File: src/hw/rtl/dcs_pkg.sv
// Package for the delimited column selector: request types, register map and constants.
package dcs_pkg;

    // Default number of selectable columns
    localparam int MAX_COLUMNS_DEFAULT = 64;

    // Byte values
    localparam logic [7:0] NEWLINE_BYTE  = 8'd10;
    localparam logic [7:0] DELIM_DEFAULT = 8'd44;

    // Register map: 64-bit registers at 8-byte spacing
    localparam int PADDR_W = 4;
    localparam int PDATA_W = 64;
    localparam int MASK_W  = 64;

    // Register index, taken from paddr[3]
    typedef enum logic {
        REG_COLUMN_MASK = 1'b0,
        REG_DELIMITER   = 1'b1
    } dcs_reg_idx_t;

    // Input request: one byte of text
    typedef struct packed {
        logic [7:0] data_byte;
        logic       end_of_stream;
    } dcs_in_t;

    // Output request: one byte of projected text
    typedef struct packed {
        logic [7:0] out_byte;
        logic       last_of_run;
    } dcs_out_t;

endpackage

File: src/hw/rtl/delimited_column_selector.sv
// Delimited column selector: keeps the selected columns of each text line.
//
// Usage: text bytes enter on the in_ channel (valid/ready), one request per
// byte, with end_of_stream on the final byte. Projected bytes leave on the
// out_ channel (valid/ready); last_of_run marks the final output of the
// input byte that caused it. column_mask and delimiter are written over the
// APB port (mask at 0x0, delimiter at 0x8) while the block is idle.
// Path: an input byte is held in the input register, its results are formed on
// the way into the result register, and they leave on out_ from there.
// Throughput: one byte per cycle while out_ready stays high and each byte
// yields at most one output. A byte that yields two outputs (delimiter or
// data followed by the closing newline at end of stream) holds the two-entry
// result register until both have drained, as the output port drains one
// byte per cycle.
// Reset: column_mask clears, delimiter returns to ',', the line state
// returns to the start of a stream and both registers empty.
// Stall: while out_ready is low a filled result register holds; the input
// register still takes one more byte if it is empty, then in_ready drops.
module delimited_column_selector #(
    parameter int MAX_COLUMNS = dcs_pkg::MAX_COLUMNS_DEFAULT
) (
    input  logic                          clk,
    input  logic                          rst_n,
    // Byte input channel
    input  logic                          in_valid,
    output logic                          in_ready,
    input  dcs_pkg::dcs_in_t              in_data,
    // Result channel
    output logic                          out_valid,
    input  logic                          out_ready,
    output dcs_pkg::dcs_out_t             out_data,
    // Configuration port
    input  logic                          psel,
    input  logic                          penable,
    input  logic                          pwrite,
    input  logic [dcs_pkg::PADDR_W-1:0]   paddr,
    input  logic [dcs_pkg::PDATA_W-1:0]   pwdata,
    output logic [dcs_pkg::PDATA_W-1:0]   prdata,
    output logic                          pready
);

    localparam int COL_W = $clog2(MAX_COLUMNS + 2);
    localparam int IDX_W = $clog2(dcs_pkg::MASK_W);
    localparam logic [COL_W-1:0] COL_ONE = COL_W'(1);
    localparam logic [COL_W-1:0] COL_MAX = COL_W'(MAX_COLUMNS);

    // Configuration registers
    logic [dcs_pkg::MASK_W-1:0] column_mask_reg;
    logic [7:0]                 delimiter_reg;
    dcs_pkg::dcs_reg_idx_t      reg_idx;
    logic                       cfg_write;

    // Line state
    logic [COL_W-1:0] column_number_reg, column_number_next;
    logic             field_kept_reg, field_kept_next;
    logic             line_start_reg, line_start_next;
    logic             stopped_reg, stopped_next;

    // Input register
    logic             stage_valid_reg;
    dcs_pkg::dcs_in_t stage_data_reg;
    logic             advance;

    // Result register: up to two bytes
    logic [1:0] res_count_reg, res_count_next;
    logic [7:0] res_byte0_reg, res_byte0_next;
    logic [7:0] res_byte1_reg, res_byte1_next;
    logic       out_fire;

    // Results of the current byte
    logic [1:0] emit_count;
    logic [7:0] emit_byte0;
    logic [7:0] emit_byte1;

    // Column selection lookup
    function automatic logic col_selected(input logic [COL_W-1:0] col,
                                          input logic [dcs_pkg::MASK_W-1:0] mask);
        logic [COL_W-1:0] cm1;
        logic [IDX_W-1:0] idx;
        cm1 = col - COL_ONE;
        idx = IDX_W'(cm1);
        col_selected = (col >= COL_ONE) && (col <= COL_MAX) && mask[idx];
    endfunction

    // APB configuration port
    assign pready    = 1'b1;
    assign reg_idx   = dcs_pkg::dcs_reg_idx_t'(paddr[3]);
    assign cfg_write = psel && penable && pwrite;

    always_comb
    begin
        unique case (reg_idx)
            dcs_pkg::REG_COLUMN_MASK: prdata = column_mask_reg;
            dcs_pkg::REG_DELIMITER:   prdata = {{(dcs_pkg::PDATA_W-8){1'b0}}, delimiter_reg};
            default:                  prdata = '0;
        endcase
    end

    always_ff @(posedge clk or negedge rst_n)
    begin
        if (!rst_n)
        begin
            column_mask_reg <= '0;
            delimiter_reg   <= dcs_pkg::DELIM_DEFAULT;
        end
        else if (cfg_write)
        begin
            unique case (reg_idx)
                dcs_pkg::REG_COLUMN_MASK: column_mask_reg <= pwdata;
                dcs_pkg::REG_DELIMITER:   delimiter_reg   <= pwdata[7:0];
                default:                  ;
            endcase
        end
    end

    // Handshakes
    assign out_valid = (res_count_reg != 2'd0);
    assign out_fire  = out_valid && out_ready;
    assign advance   = stage_valid_reg &&
                       ((res_count_reg == 2'd0) || ((res_count_reg == 2'd1) && out_ready));
    assign in_ready  = !stage_valid_reg || advance;

    assign out_data.out_byte    = res_byte0_reg;
    assign out_data.last_of_run = (res_count_reg == 2'd1);

    // Input register
    always_ff @(posedge clk or negedge rst_n)
    begin
        if (!rst_n)
            stage_valid_reg <= 1'b0;
        else if (in_ready)
            stage_valid_reg <= in_valid;
    end

    always_ff @(posedge clk)
    begin
        if (in_ready && in_valid)
            stage_data_reg <= in_data;
    end

    // Per-byte field logic
    always_comb
    begin
        logic [7:0] b;
        logic       eos;
        logic       e0;
        logic [7:0] d0;
        logic       nl_close;
        b   = stage_data_reg.data_byte;
        eos = stage_data_reg.end_of_stream;
        e0  = 1'b0;
        d0  = b;
        column_number_next = column_number_reg;
        field_kept_next    = field_kept_reg;
        line_start_next    = line_start_reg;
        stopped_next       = stopped_reg;

        if (!stopped_reg)
        begin
            if (line_start_reg && (b == dcs_pkg::NEWLINE_BYTE))
                stopped_next = 1'b1;
            else
            begin
                if (line_start_reg)
                begin
                    line_start_next    = 1'b0;
                    column_number_next = COL_ONE;
                    field_kept_next    = col_selected(COL_ONE, column_mask_reg);
                end
                priority if (b == dcs_pkg::NEWLINE_BYTE)
                begin
                    e0 = field_kept_next;
                    d0 = dcs_pkg::NEWLINE_BYTE;
                    line_start_next    = 1'b1;
                    field_kept_next    = 1'b0;
                    column_number_next = COL_ONE;
                end
                else if (b == delimiter_reg)
                begin
                    if (column_number_next <= COL_MAX)
                        column_number_next = column_number_next + COL_ONE;
                    if (col_selected(column_number_next, column_mask_reg))
                    begin
                        e0 = field_kept_next;
                        d0 = delimiter_reg;
                        field_kept_next = 1'b1;
                    end
                end
                else
                begin
                    e0 = col_selected(column_number_next, column_mask_reg);
                end
            end
        end

        // End of stream closes an open kept line and restarts the state
        nl_close = eos && !stopped_next && !line_start_next && field_kept_next;
        if (eos)
        begin
            column_number_next = COL_ONE;
            field_kept_next    = 1'b0;
            line_start_next    = 1'b1;
            stopped_next       = 1'b0;
        end

        emit_byte1 = dcs_pkg::NEWLINE_BYTE;
        if (e0)
        begin
            emit_byte0 = d0;
            emit_count = nl_close ? 2'd2 : 2'd1;
        end
        else
        begin
            emit_byte0 = dcs_pkg::NEWLINE_BYTE;
            emit_count = nl_close ? 2'd1 : 2'd0;
        end
    end

    // Line state register
    always_ff @(posedge clk or negedge rst_n)
    begin
        if (!rst_n)
        begin
            column_number_reg <= COL_ONE;
            field_kept_reg    <= 1'b0;
            line_start_reg    <= 1'b1;
            stopped_reg       <= 1'b0;
        end
        else if (advance)
        begin
            column_number_reg <= column_number_next;
            field_kept_reg    <= field_kept_next;
            line_start_reg    <= line_start_next;
            stopped_reg       <= stopped_next;
        end
    end

    // Result register load and drain
    always_comb
    begin
        res_count_next = res_count_reg;
        res_byte0_next = res_byte0_reg;
        res_byte1_next = res_byte1_reg;
        if (advance)
        begin
            res_count_next = emit_count;
            res_byte0_next = emit_byte0;
            res_byte1_next = emit_byte1;
        end
        else if (out_fire)
        begin
            res_count_next = res_count_reg - 2'd1;
            res_byte0_next = res_byte1_reg;
        end
    end

    always_ff @(posedge clk or negedge rst_n)
    begin
        if (!rst_n)
            res_count_reg <= 2'd0;
        else
            res_count_reg <= res_count_next;
    end

    always_ff @(posedge clk)
    begin
        res_byte0_reg <= res_byte0_next;
        res_byte1_reg <= res_byte1_next;
    end

    // Checks
    a_count_range: assert property (@(posedge clk) disable iff (!rst_n)
        res_count_reg != 2'd3)
        else $error("result count out of range");

    a_col_saturates: assert property (@(posedge clk) disable iff (!rst_n)
        (column_number_reg >= COL_ONE) && (column_number_reg <= COL_MAX + COL_ONE))
        else $error("column number out of range");

    a_second_result: assert property (@(posedge clk) disable iff (!rst_n)
        (out_fire && (res_count_reg == 2'd2)) |=> (out_valid && out_data.last_of_run))
        else $error("second result lost");

    a_empty_takes: assert property (@(posedge clk) disable iff (!rst_n)
        (res_count_reg == 2'd0) |-> in_ready)
        else $error("input stalled with empty result register");

endmodule

File: config.mk
export PLATFORM = sky130hd
export DESIGN_NAME = delimited_column_selector
export DESIGN_NICKNAME = d
export VERILOG_FILES = /design/src/hw/rtl/dcs_pkg.sv /design/src/hw/rtl/delimited_column_selector.sv
export SDC_FILE = /design/constraint.sdc
export NUM_CORES = 1
export LEC_CHECK = 0
export ABC_AREA = 1
export BUFFER_PORTS_ARGS = -buffer_cell sky130_fd_sc_hd__buf_2
export CAP_MARGIN = 20
export CELL_PAD_IN_SITES_DETAIL_PLACEMENT = 0
export CELL_PAD_IN_SITES_GLOBAL_PLACEMENT = 1
export CORE_ASPECT_RATIO = 0.9
export CORE_MARGIN = 2
export CORE_UTILIZATION = 30
export CTS_BUF_LIST = sky130_fd_sc_hd__clkbuf_8
export DETAILED_ROUTE_END_ITERATION = 7
export GPL_ROUTABILITY_DRIVEN = 0
export PLACE_DENSITY = 0.69
export REMOVE_ABC_BUFFERS = 1
export SLEW_MARGIN = 5
export SYNTH_ARGS = -nofsm -noshare
export SYNTH_HDL_FRONTEND = slang
export SYNTH_SLANG_ARGS = --single-unit
File: constraint.sdc
create_clock -name clk -period 5.3 [get_ports clk]
set_clock_uncertainty 0.15 [all_clocks]
set_input_delay 1.06 -clock clk [delete_from_list [all_inputs] [get_ports clk]]
set_output_delay 1.06 -clock clk [all_outputs]
set_load 0.05 [all_outputs]
**Word level (Yosys, flattened, before mapping)**

Index checks and enable logic that the tools add are counted.

- Bits in registers: 102

- Bitwise gates (word level): 1
- Reduce and logical (&&, ||, !) cells: 25
- Order comparisons: 6
- Muxes and demuxes: 50
- Equality and inequality tests: 5
- $add $sub $neg: 4

Operators with widths:

| kind | number |
|---|---|
| case mux 64 bit (2 select lines) | 1 |
| two-way mux 7 bit | 13 |
| two-way mux 8 bit | 8 |
| two-way mux 1 bit | 22 |
| >= comparator 7 x 1 -> 1 bit (second input constant) | 2 |
| less-or-equal comparator 7 bit (second input constant) | 2 |
| logical AND 1 bit | 14 |
| < comparator 6 x 7 -> 1 bit (second input constant) | 2 |
| binary-select mux 1 bit (select 6 bit) | 2 |
| subtractor 6 x 1 -> 6 bit (second input constant) | 2 |
| equality test 8 x 4 -> 1 bit (second input constant) | 1 |
| equality test 8 bit | 1 |
| two-way mux 2 bit | 4 |
| adder 7 x 1 -> 7 bit (second input constant) | 1 |
| AND reduction 2 bit | 2 |
| nonzero test 2 bit | 2 |
| logical NOT 1 bit | 3 |
| AND reduction 3 bit | 1 |
| equality test 2 x 1 -> 1 bit (second input constant) | 1 |
| logical NOT 2 bit | 1 |
| logical OR 1 bit | 2 |
| != test 2 x 1 -> 1 bit (second input constant) | 1 |
| != test 2 bit (second input constant) | 1 |
| subtractor 2 x 1 -> 2 bit (second input constant) | 1 |
| inverter 1 bit | 1 |

**Logic depth before layout (Yosys ltp)**

Gate-level depths: netlist of run 1.

- Depth in word-level cells: 23
- Depth in mapped cells: 27
- Depth with buffers taken out: 23

**Least setup slack after synthesis of run 1**

OpenSTA, ideal clock, no wires.

- Kind: register to register
- From: register line_start_reg
- To: register res_count_reg[0]
- Setup time: 0.169 ns
- Cell stages (with the launch flop): 27
- Data required time: 4.981 ns
- Buffers on the path: 4
- Arrival time: 3.496 ns
- Path slack: 1.485 ns
- Path through: dfstp_2 > buf_6 > inv_4 > o21ai_1 > nand3_4 > nand3_4 > nand2_4 > buf_2 > inv_1 > ha_1 > clkbuf_1 > inv_1 > clkbuf_1 > nand3_1 > o21ai_0 > nand2_1 > nand3_1 > nand2_1 > nand2_1 > nand3_1 > nand3_1 > nand2_1 > nand2_1 > a21oi_1 > ha_1 > o211ai_1 > o21ai_0

- Cells in the longest elaborated chain, start to end: 22
- Elaborated cells on any way between the ends: 48

RTL lines:

| item | RTL line | source |
|---|---|---|
| start, declared | delimited_column_selector.sv:56 | `logic line_start_reg, line_start_next;` |
| start signal, assigned | delimited_column_selector.sv:233 | `line_start_reg <= line_start_next;` |
| two-way mux 7 bit | delimited_column_selector.sv:164 | `if (line_start_reg)` |
| two-way mux 7 bit | delimited_column_selector.sv:160 | `if (line_start_reg && (b == dcs_pkg::NEWLINE_BYTE))` |
| two-way mux 7 bit | delimited_column_selector.sv:158 | `if (!stopped_reg)` |
| adder 7 x 1 -> 7 bit / less-or-equal comparator 7 bit (equally long branches) | delimited_column_selector.sv:181, delimited_column_selector.sv:82, delimited_column_selector.sv:180 |  |
| two-way mux 7 bit | delimited_column_selector.sv:180 | `if (column_number_next <= COL_MAX)` |
| two-way mux 7 bit | delimited_column_selector.sv:178 | `else if (b == delimiter_reg)` |
| two-way mux 7 bit | delimited_column_selector.sv:170 | `priority if (b == dcs_pkg::NEWLINE_BYTE)` |
| two-way mux 7 bit | delimited_column_selector.sv:160 |  |
| [... 6 more ...] | - |  |
| two-way mux 1 bit | delimited_column_selector.sv:178 |  |
| two-way mux 1 bit | delimited_column_selector.sv:170 |  |
| two-way mux 1 bit | delimited_column_selector.sv:160 |  |
| two-way mux 1 bit | delimited_column_selector.sv:158 |  |
| logical AND 1 bit | delimited_column_selector.sv:197 | `nl_close = eos && !stopped_next && !line_start_next && field_kept_next;` |
| two-way mux 1 bit / two-way mux 2 bit (equally long branches) | delimited_column_selector.sv:215, delimited_column_selector.sv:210 |  |
| two-way mux 2 bit (*) | delimited_column_selector.sv:207 | `if (e0)` |
| two-way mux 2 bit (*) | delimited_column_selector.sv:244 | `if (advance)` |
| end signal, assigned | delimited_column_selector.sv:262 | `res_count_reg <= res_count_next;` |
| end, declared | delimited_column_selector.sv:65 | `logic [1:0] res_count_reg, res_count_next;` |

Mark *: on every way between the ends. The rest lies on a longest branch, timed or not. The select of a mux whose other input is x is not followed.
A chain may end at the register's enable or synchronous reset.

**Worst setup path after layout of run 1**

Ends and elaborated chain as after synthesis.

==> run summary, run 1 <==
Yosys attributes the largest share of cell area to sky130_fd_sc_hd__dfrtp_1 31%, sky130_fd_sc_hd__nand2_1 11%, sky130_fd_sc_hd__nor2_1 8.9%. The async set-reset flop share out of synthesis works out to 83.3%. The logs give 0.946 ns for the pre-CTS setup slack and 0 for the number of pins with negative max-slew slack in the final report. The tools report the number of top-level pins as 160. The run gives 14.0 mm as the detailed placement HPWL. At the worst endpoint, the arrival time is 4.46 ns.

Number of synthesized register bits: 102. Counting every sink on the clock net gives 102. The total global routing overflow is 0, and the count of standard-cell rows is 50. In the synthesized netlist the dominant register cell turns out to be sky130_fd_sc_hd__dfrtp_1. Clock latency on the worst-skew pair, taken at its later pin, is 0.41 ns. The power density over the cells works out to 354 nW/um^2. The routed layout has 6270 vias. The fraction of final layout cells with drive strength greater than 1 came out at 20.8%.

In this run the number of H-tree levels came out at 3. For the initial antenna violation count, the log shows 0. Global routing used 17.5% of the available tracks. In the final timing run, aggregate negative setup slack is 0 ns. The wire length reported by the detailed router is 19.4 mm. Dividing the final minimum period by the clock period gives 81.6%. Setup slack closes at 0.978 ns.

The first TritonRoute pass finished after 4 iterations. After layout, the minimum clock period comes to 4.32 ns. The finished layout holds 1334 standard cells, fillers aside. In this run the deepest clock path goes through 2 buffers. Entering global routing, the biggest net connects 95 pins.

In the detailed route, the total length drawn on met2 is 8.88 mm. In this run, synthesis inferred 17 flip-flops with an integrated enable. Setup repair after global routing left no endpoint under its margin. The critical path is of the reg2reg type. The die is 158 um wide. Relative slew slack: 37.3%. The run gives 20800 sq um as the core footprint. The cell count after synthesis was 911. The logs give 1318 for the number of placed instances with taps included and 0 for the count of nets left with antenna violations after detail routing. For the number of clock buffers inserted by TritonCTS, the log shows 9. For the number of maximum-capacitance violations, the log shows 0.

The analysis attributes to cell leakage a power of 3.95 nW. The flow ran to the end, and the final reports show no timing, DRC or antenna violations. Clock-pin slew was measured on the worst setup and hold paths at 0.12 ns. For the pin with the worst max-slew slack, the measured transition is 0.940 ns. Starting utilization of the core area: 30.6%. Yosys printed 0 warnings. The achievable frequency is 231 MHz. The register with the most flip-flops in the layout has 64 of them.

The net count reported at finish is 1133, and the height of the chip is 142 um. In this run, post-CTS repair resized a total of 0 instances. sky130_fd_sc_hd__nand2_1 is the most common cell in the netlist. The worst setup path is launched from a flip-flop. The via count of the first global-routing pass was 5961. In the detailed route, the total length drawn on met3 is 757 um. After detailed routing, no signal wire sits above met4.

The worst setup path is captured at a flip-flop. The quantity of hold-fixing buffers added after cts came out at 0. The biggest area contributor in the post-synthesis netlist is sky130_fd_sc_hd__dfrtp_1. In this run the tool buffered the top-level ports with 155 buffer cells. Synthesis instantiated 42 different standard cells from the library. In this run the worst hold path is classified as reg2reg. The repair_antennas step left the layout with diodes totalling 0.

Cell at the root of the clock tree: sky130_fd_sc_hd__clkbuf_8. Fraction of synthesized cell area taken by the top area cell type: 31.4%. The initial DRC count was 339.

The run gives 6380 sq um as the synthesized area. Data on the critical path is required at its endpoint by 5.44 ns. The first global-routing pass estimated 31.0 mm of wire.

After detailed routing, the wire length on met1 is 9.51 mm. In the routed layout, each cell is associated on average with a via count of 4.70. Counting the fill cells in the layout gives 2322. The area of the die came out at 22500 sq um. In the synthesized netlist, the cells that appear most often are 181 x sky130_fd_sc_hd__nand2_1, 152 x sky130_fd_sc_hd__nor2_1, 120 x sky130_fd_sc_hd__inv_1. The area overhead of the layout relative to synthesis was 19.3%.

For this run, design rule violations remaining after detail routing come to 0. Setup violations remaining at the end of the flow were counted as 0. The final count of hold timing violations came out at 0. The wire length per cell is 14.5 um, and the number of post-CTS setup repair buffers is 0.

Across the VDD grid, the largest voltage drop is 0.135 mV. The post-synthesis average cell area came out at 7.01 sq um. TritonCTS built the clock tree.

Along the worst path, the maximum fanout reaches 28. For the portion of the post-synthesis area used by sequential elements, the log shows 41.4%.
-- through the flow --
step / hold slack [ns] / instance area, sq um / utilization [%] / total power [mW]
finish: 0.373 / 7620 / 36.6 / 2.70
global route: 0.409 / 7620 / 36.6 / 2.88
CTS: 0.375 / 7620 / 36.6 / 2.73
detailed placement: 0.348 / 7420 / 35.6 / 2.22
global placement: 0.347 / 7420 / 35.6 / 2.21
floorplan: 0.319 / 6190 / - / 1.91
-- worst paths after layout --
check,slack (ns),depth (start not counted),startpoint,endpoint
setup / recovery,0.98,23,line_start_reg,res_count_reg[0]
hold / removal,0.37,2,delimiter_reg[5],delimiter_reg[5]
setup reg to reg,0.98,23,line_start_reg,res_count_reg[0]
hold reg to reg,0.37,2,delimiter_reg[5],delimiter_reg[5]
max in group asynchronous,3.49,2,rst_n,column_number_reg[0]
min in group asynchronous,0.51,1,rst_n,stopped_reg
-- logic make-up after synthesis --
kind of cell	after synthesis	synth area share [%]
flip-flops	102	41.4
buffers and inverters	168	10.3
AND/OR/NAND/NOR	448	30.7
AO/OA/AOI/OAI	176	15.0
XOR/XNOR	10	1.37
other	1	0.0587
adder cells (fa/ha/maj)	6	1.18
-- layout by cell type, fill, tap and decap left out, types with 6 or more instances in the layout --
master,instances
sky130_fd_sc_hd__nor2_1,152
sky130_fd_sc_hd__o22ai_1,7
sky130_fd_sc_hd__clkbuf_8,9
sky130_fd_sc_hd__nand2_4,6
sky130_fd_sc_hd__edfxtp_1,17
sky130_fd_sc_hd__ha_1,6
sky130_fd_sc_hd__nand2_2,6
sky130_fd_sc_hd__inv_1,120
sky130_fd_sc_hd__nand2_1,180
sky130_fd_sc_hd__o211ai_1,11
sky130_fd_sc_hd__nand3_1,78
sky130_fd_sc_hd__nor2_2,7
sky130_fd_sc_hd__a211oi_1,8
sky130_fd_sc_hd__xor2_1,9
sky130_fd_sc_hd__buf_2,154
sky130_fd_sc_hd__a21oi_1,63
sky130_fd_sc_hd__buf_4,12
sky130_fd_sc_hd__o21ai_0,76
sky130_fd_sc_hd__dfrtp_1,80
-- per-layer routing --
layer  GRT usage, %  vias to the layer above
met3           2.53                       13
li1               -                     3188
met5              0                        -
met1           24.8                     2938
met2           28.2                      131
met4           4.21                        0
-- layout make-up --
| type | instances | area, sq um | share of cell area, % |
|---|---|---|---|
| multi-input combinational | 641 | 3090 | 40.6 |
| sequential | 102 | 2640 | 34.7 |
| timing repair buffer | 166 | 861 | 11.3 |
| inverter | 123 | 464 | 6.09 |
| tap | 286 | 358 | 4.70 |
| clock buffer | 9 | 124 | 1.63 |
| clock inverter | 7 | 76.3 | 1.00 |
-- critical path, cell delays in order (launching register included) --
cell and delay (ns):
sky130_fd_sc_hd__dfstp_2 0.71, sky130_fd_sc_hd__inv_4 0.10, sky130_fd_sc_hd__nand2_4 0.13, sky130_fd_sc_hd__nor2_4 0.07
sky130_fd_sc_hd__nand3_4 0.11, sky130_fd_sc_hd__nand3_4 0.33, sky130_fd_sc_hd__nand2_4 0.15, sky130_fd_sc_hd__inv_1 0.06
sky130_fd_sc_hd__ha_1 0.28, sky130_fd_sc_hd__inv_1 0.55, sky130_fd_sc_hd__nand3_1 0.13, sky130_fd_sc_hd__o21ai_0 0.15
sky130_fd_sc_hd__nand2_1 0.09, sky130_fd_sc_hd__nand3_1 0.09, sky130_fd_sc_hd__nand2_1 0.05, sky130_fd_sc_hd__nand2_1 0.05
sky130_fd_sc_hd__nand3_1 0.13, sky130_fd_sc_hd__nand3_1 0.11, sky130_fd_sc_hd__nand2_1 0.06, sky130_fd_sc_hd__nand2_1 0.08
sky130_fd_sc_hd__a21oi_1 0.07, sky130_fd_sc_hd__ha_1 0.29, sky130_fd_sc_hd__o211ai_1 0.16, sky130_fd_sc_hd__o21ai_0 0.10
-- power by group --
| part | total, mW | switching [mW] | internal (mW) |
|---|---|---|---|
| sequential | 1.10 | 0.122 | 0.981 |
| combinational | 1.09 | 0.804 | 0.286 |
| clock | 0.505 | 0.320 | 0.185 |
| total | 2.70 | 1.25 | 1.45 |
Power figures use the tool's default switching activity.
==> inputs of run 2 (changes only) <==
- clock period: 5.3 -> 4.4 ns (I/O delays scaled with it)
==> run 2 against run 1 <==
Effect of this change: critical path depth down 2; cell count up 0.30%; final area up 0.84%; critical endpoint unchanged; largest power group unchanged; sequential share of layout area down 0.29 points; flip-flop and latch count unchanged.
==> run summary, run 2 (synthesis gave the netlist of run 1 again) <==
Quantity of hold-fixing buffers added after cts: 0 (unchanged). The number of vias after detailed routing was 6250 (-0.32%). The fraction of final layout cells with drive strength greater than 1 works out to 21.1% (+0.30 points). The final critical-path required period was 3.93 ns (-0.389 ns); the total global routing overflow was 0 (unchanged).

The tools report the H-tree depth as 3 (unchanged). The top cell types in the final layout, fill and taps aside, are 180 x sky130_fd_sc_hd__nand2_1, 154 x sky130_fd_sc_hd__buf_2, 152 x sky130_fd_sc_hd__nor2_1. The most prevalent standard cell on the critical path is sky130_fd_sc_hd__nand2_1.

The run gives 0 (unchanged) as the antenna diode count. The run gives 0.40 ns (about the same) as the insertion delay to the later sink of the worst-skew pair. The number of gates resized after CTS is 0 (unchanged), and the buffer depth of the longest clock path is 2 (unchanged).

The largest fanout on the critical path came out at 9 (-68%). TritonCTS built the clock tree. The tools report the launching point of the worst reg2reg path as line_start_reg. The starting utilization of the core area was 30.6% (unchanged). Walking the worst path, the cells encountered are inv_4 > o21ai_1 > nand3_4 > nand3_1 > nand2_4 > ha_1 > buf_4 > nand2_1 > o21ai_0 > nand2_1 > nand3_1 > nand2_1 > nand2_1 > nand3_1 > nand3_1 > nand2_1 > nand2_1 > a21oi_1 > ha_1 > o211ai_1 > o21ai_0. The number of sinks handled by clock tree synthesis was 102 (unchanged); the final worst-path cycle share was 89.4% (+7.8 points). The run gives 72 (-24%) as the largest net degree at the start of global routing. The wire length per cell was 14.4 um (-1.1%).

The final count of hold timing violations was 0 (unchanged); the number of maximum-capacitance violations was 0 (unchanged). The initial antenna violation count was 0 (unchanged); the final setup violation count was 0 (unchanged). The type of the tightest min-delay check was in2async.

The logs give 50 (unchanged) for the count of standard-cell rows and 0 (unchanged) for the count of nets left with antenna violations after detail routing. The tools report the final non-filler cell area as 7680 sq um (+0.84%). The ratio of routed vias to standard cells came out at 4.67 (-0.62%).

First-pass iteration count of the detailed router: 5 (+1). Leaving out fill and tap cells, the most frequent cell in the layout is sky130_fd_sc_hd__nand2_1. The delay of the slowest cell on the worst path came out at 0.71 ns (about the same). The count of port buffers added during placement was 155 (unchanged). Height of the chip: 142 um (unchanged). Category of the critical setup timing path: reg2reg. The initial DRC count was 420 (+24%); the number of post-CTS setup repair buffers was 0 (unchanged). The tools report the worst-case vdd ir drop as 0.158 mV (+17%).

The achievable frequency was 254 MHz (+9.9%). The logs give 9 (unchanged) for the number of clock buffers inserted by TritonCTS and 160 (unchanged) for the number of top-level pins. Compared with the post-synthesis result, the final layout area differs by 20.3%.

Wire length reported by the detailed router: 19.2 mm (-0.77%). Power density over the cells: 425 nW/um^2 (+20%). The net count reported at finish is 1137 (+0.35%). The worst setup path is captured at a flip-flop. Via count of the first global-routing pass: 6056 (+1.6%). The launch point of the worst path is line_start_reg. The number of DRC violations after detailed routing came out at 0 (unchanged). The number of flip-flops under the largest register name is 64 (unchanged).

The register clock-pin slew on the reported worst setup and hold paths was 0.12 ns (about the same). The number of standard cells in the layout, taps in and fillers out was 1338 (+0.30%). The placed instance area was 7470 sq um (+0.74%); the number of pins with negative max-slew slack in the final report was 0 (unchanged). The actual transition at the worst max-transition pin is 0.646 ns (-0.295 ns), and the area of the die is 22500 sq um (unchanged). The global-route usage over all layers is 17.6% (+0.042 points), and the worst path required time is 4.52 ns (-0.92 ns).

Setup repair after global routing left no endpoint under its margin. The number of placed instances with taps included came out at 1322 (+0.30%). The run finished with clean final reports. The wire length of the first global-routing pass was 31.1 mm (+0.58%). The horizontal die dimension was 158 um (unchanged); the relative slew slack was 56.5% (+19 points). The run gives 14.1 mm (+1.0%) as the detailed placement HPWL. The logs give 4.06 ns (-0.40 ns) for the data arrival time at the worst-slack endpoint and 3.98 nW (+0.79%) for the total leakage power.

For the core footprint, the log shows 20800 sq um (unchanged). The worst-path cell with the longest stage delay was sky130_fd_sc_hd__dfstp_2. The worst setup path is launched from a flip-flop. For the total negative setup slack, the log shows 0 ns (unchanged). The cell at the root of the clock tree was sky130_fd_sc_hd__clkbuf_8.
run 2: cell types whose count changed in the layout (fill, tap and decap cells not counted):
cell and change:
sky130_fd_sc_hd__buf_12 +2, sky130_fd_sc_hd__buf_4 +2, sky130_fd_sc_hd__clkinv_2 -1, sky130_fd_sc_hd__inv_12 +1, sky130_fd_sc_hd__inv_6 +1, sky130_fd_sc_hd__inv_8 -1
run 2: metrics by stage:
step           power, mW  hold slack, ns  util (%)  setup slack [ns]
4_1_cts             3.31           0.324      36.9             0.423
6_report            3.27           0.301      36.9             0.466
5_1_grt             3.48           0.351      36.9             0.117
2_1_floorplan       2.30           0.319         -             0.282
3_3_place_gp        2.66           0.339      35.9             0.480
3_5_place_dp        2.67           0.343      35.9             0.426
run 2: routing by layer:
metal  routed length, um  up-vias  part of all wire, %  track usage (%)
met2                8630      141                   45             27.5
met5                   0        -                    0                0
met1                9460     2902                   49             25.3
met3                 870       17                  4.5             2.77
met4                 265        0                  1.4             4.40
li1                    -     3190                    -                -
run 2: final cells by class:
class	count	area (sq um)
clock buffer	9	124
clock inverter	7	85.1
fill	2338	13200
inverter	123	464
multi-input combinational	641	3090
sequential	102	2640
tap	286	358
timing repair buffer	170	916
run 2: worst max-delay path: cells and delay by family, from the launching register on:
kind                     cells  cell delay [ns]
AND/OR/NAND/NOR             12             1.11
AO/OA/AOI/OAI                5             0.76
adder cells (fa/ha/maj)      2             0.76
flip-flops                   1             0.71
buffers and inverters        2             0.32
run 2: path summary, 6_finish.rpt:
check	slack, ns	depth (start not counted)	endpoint
max reg2reg	0.47	21	res_count_reg[0]
min reg2reg	0.37	2	delimiter_reg[3]
min	0.30	1	stage_valid_reg
max in group asynchronous	2.81	2	column_mask_reg[28]
max	0.47	21	res_count_reg[0]
min in group clk	0.37	2	delimiter_reg[3]
run 2: report_power, final:
group          internal (mW)  switching (mW)
Combinational          0.347           0.964
Clock                  0.230           0.399
Sequential              1.18           0.147
Total                   1.76            1.51
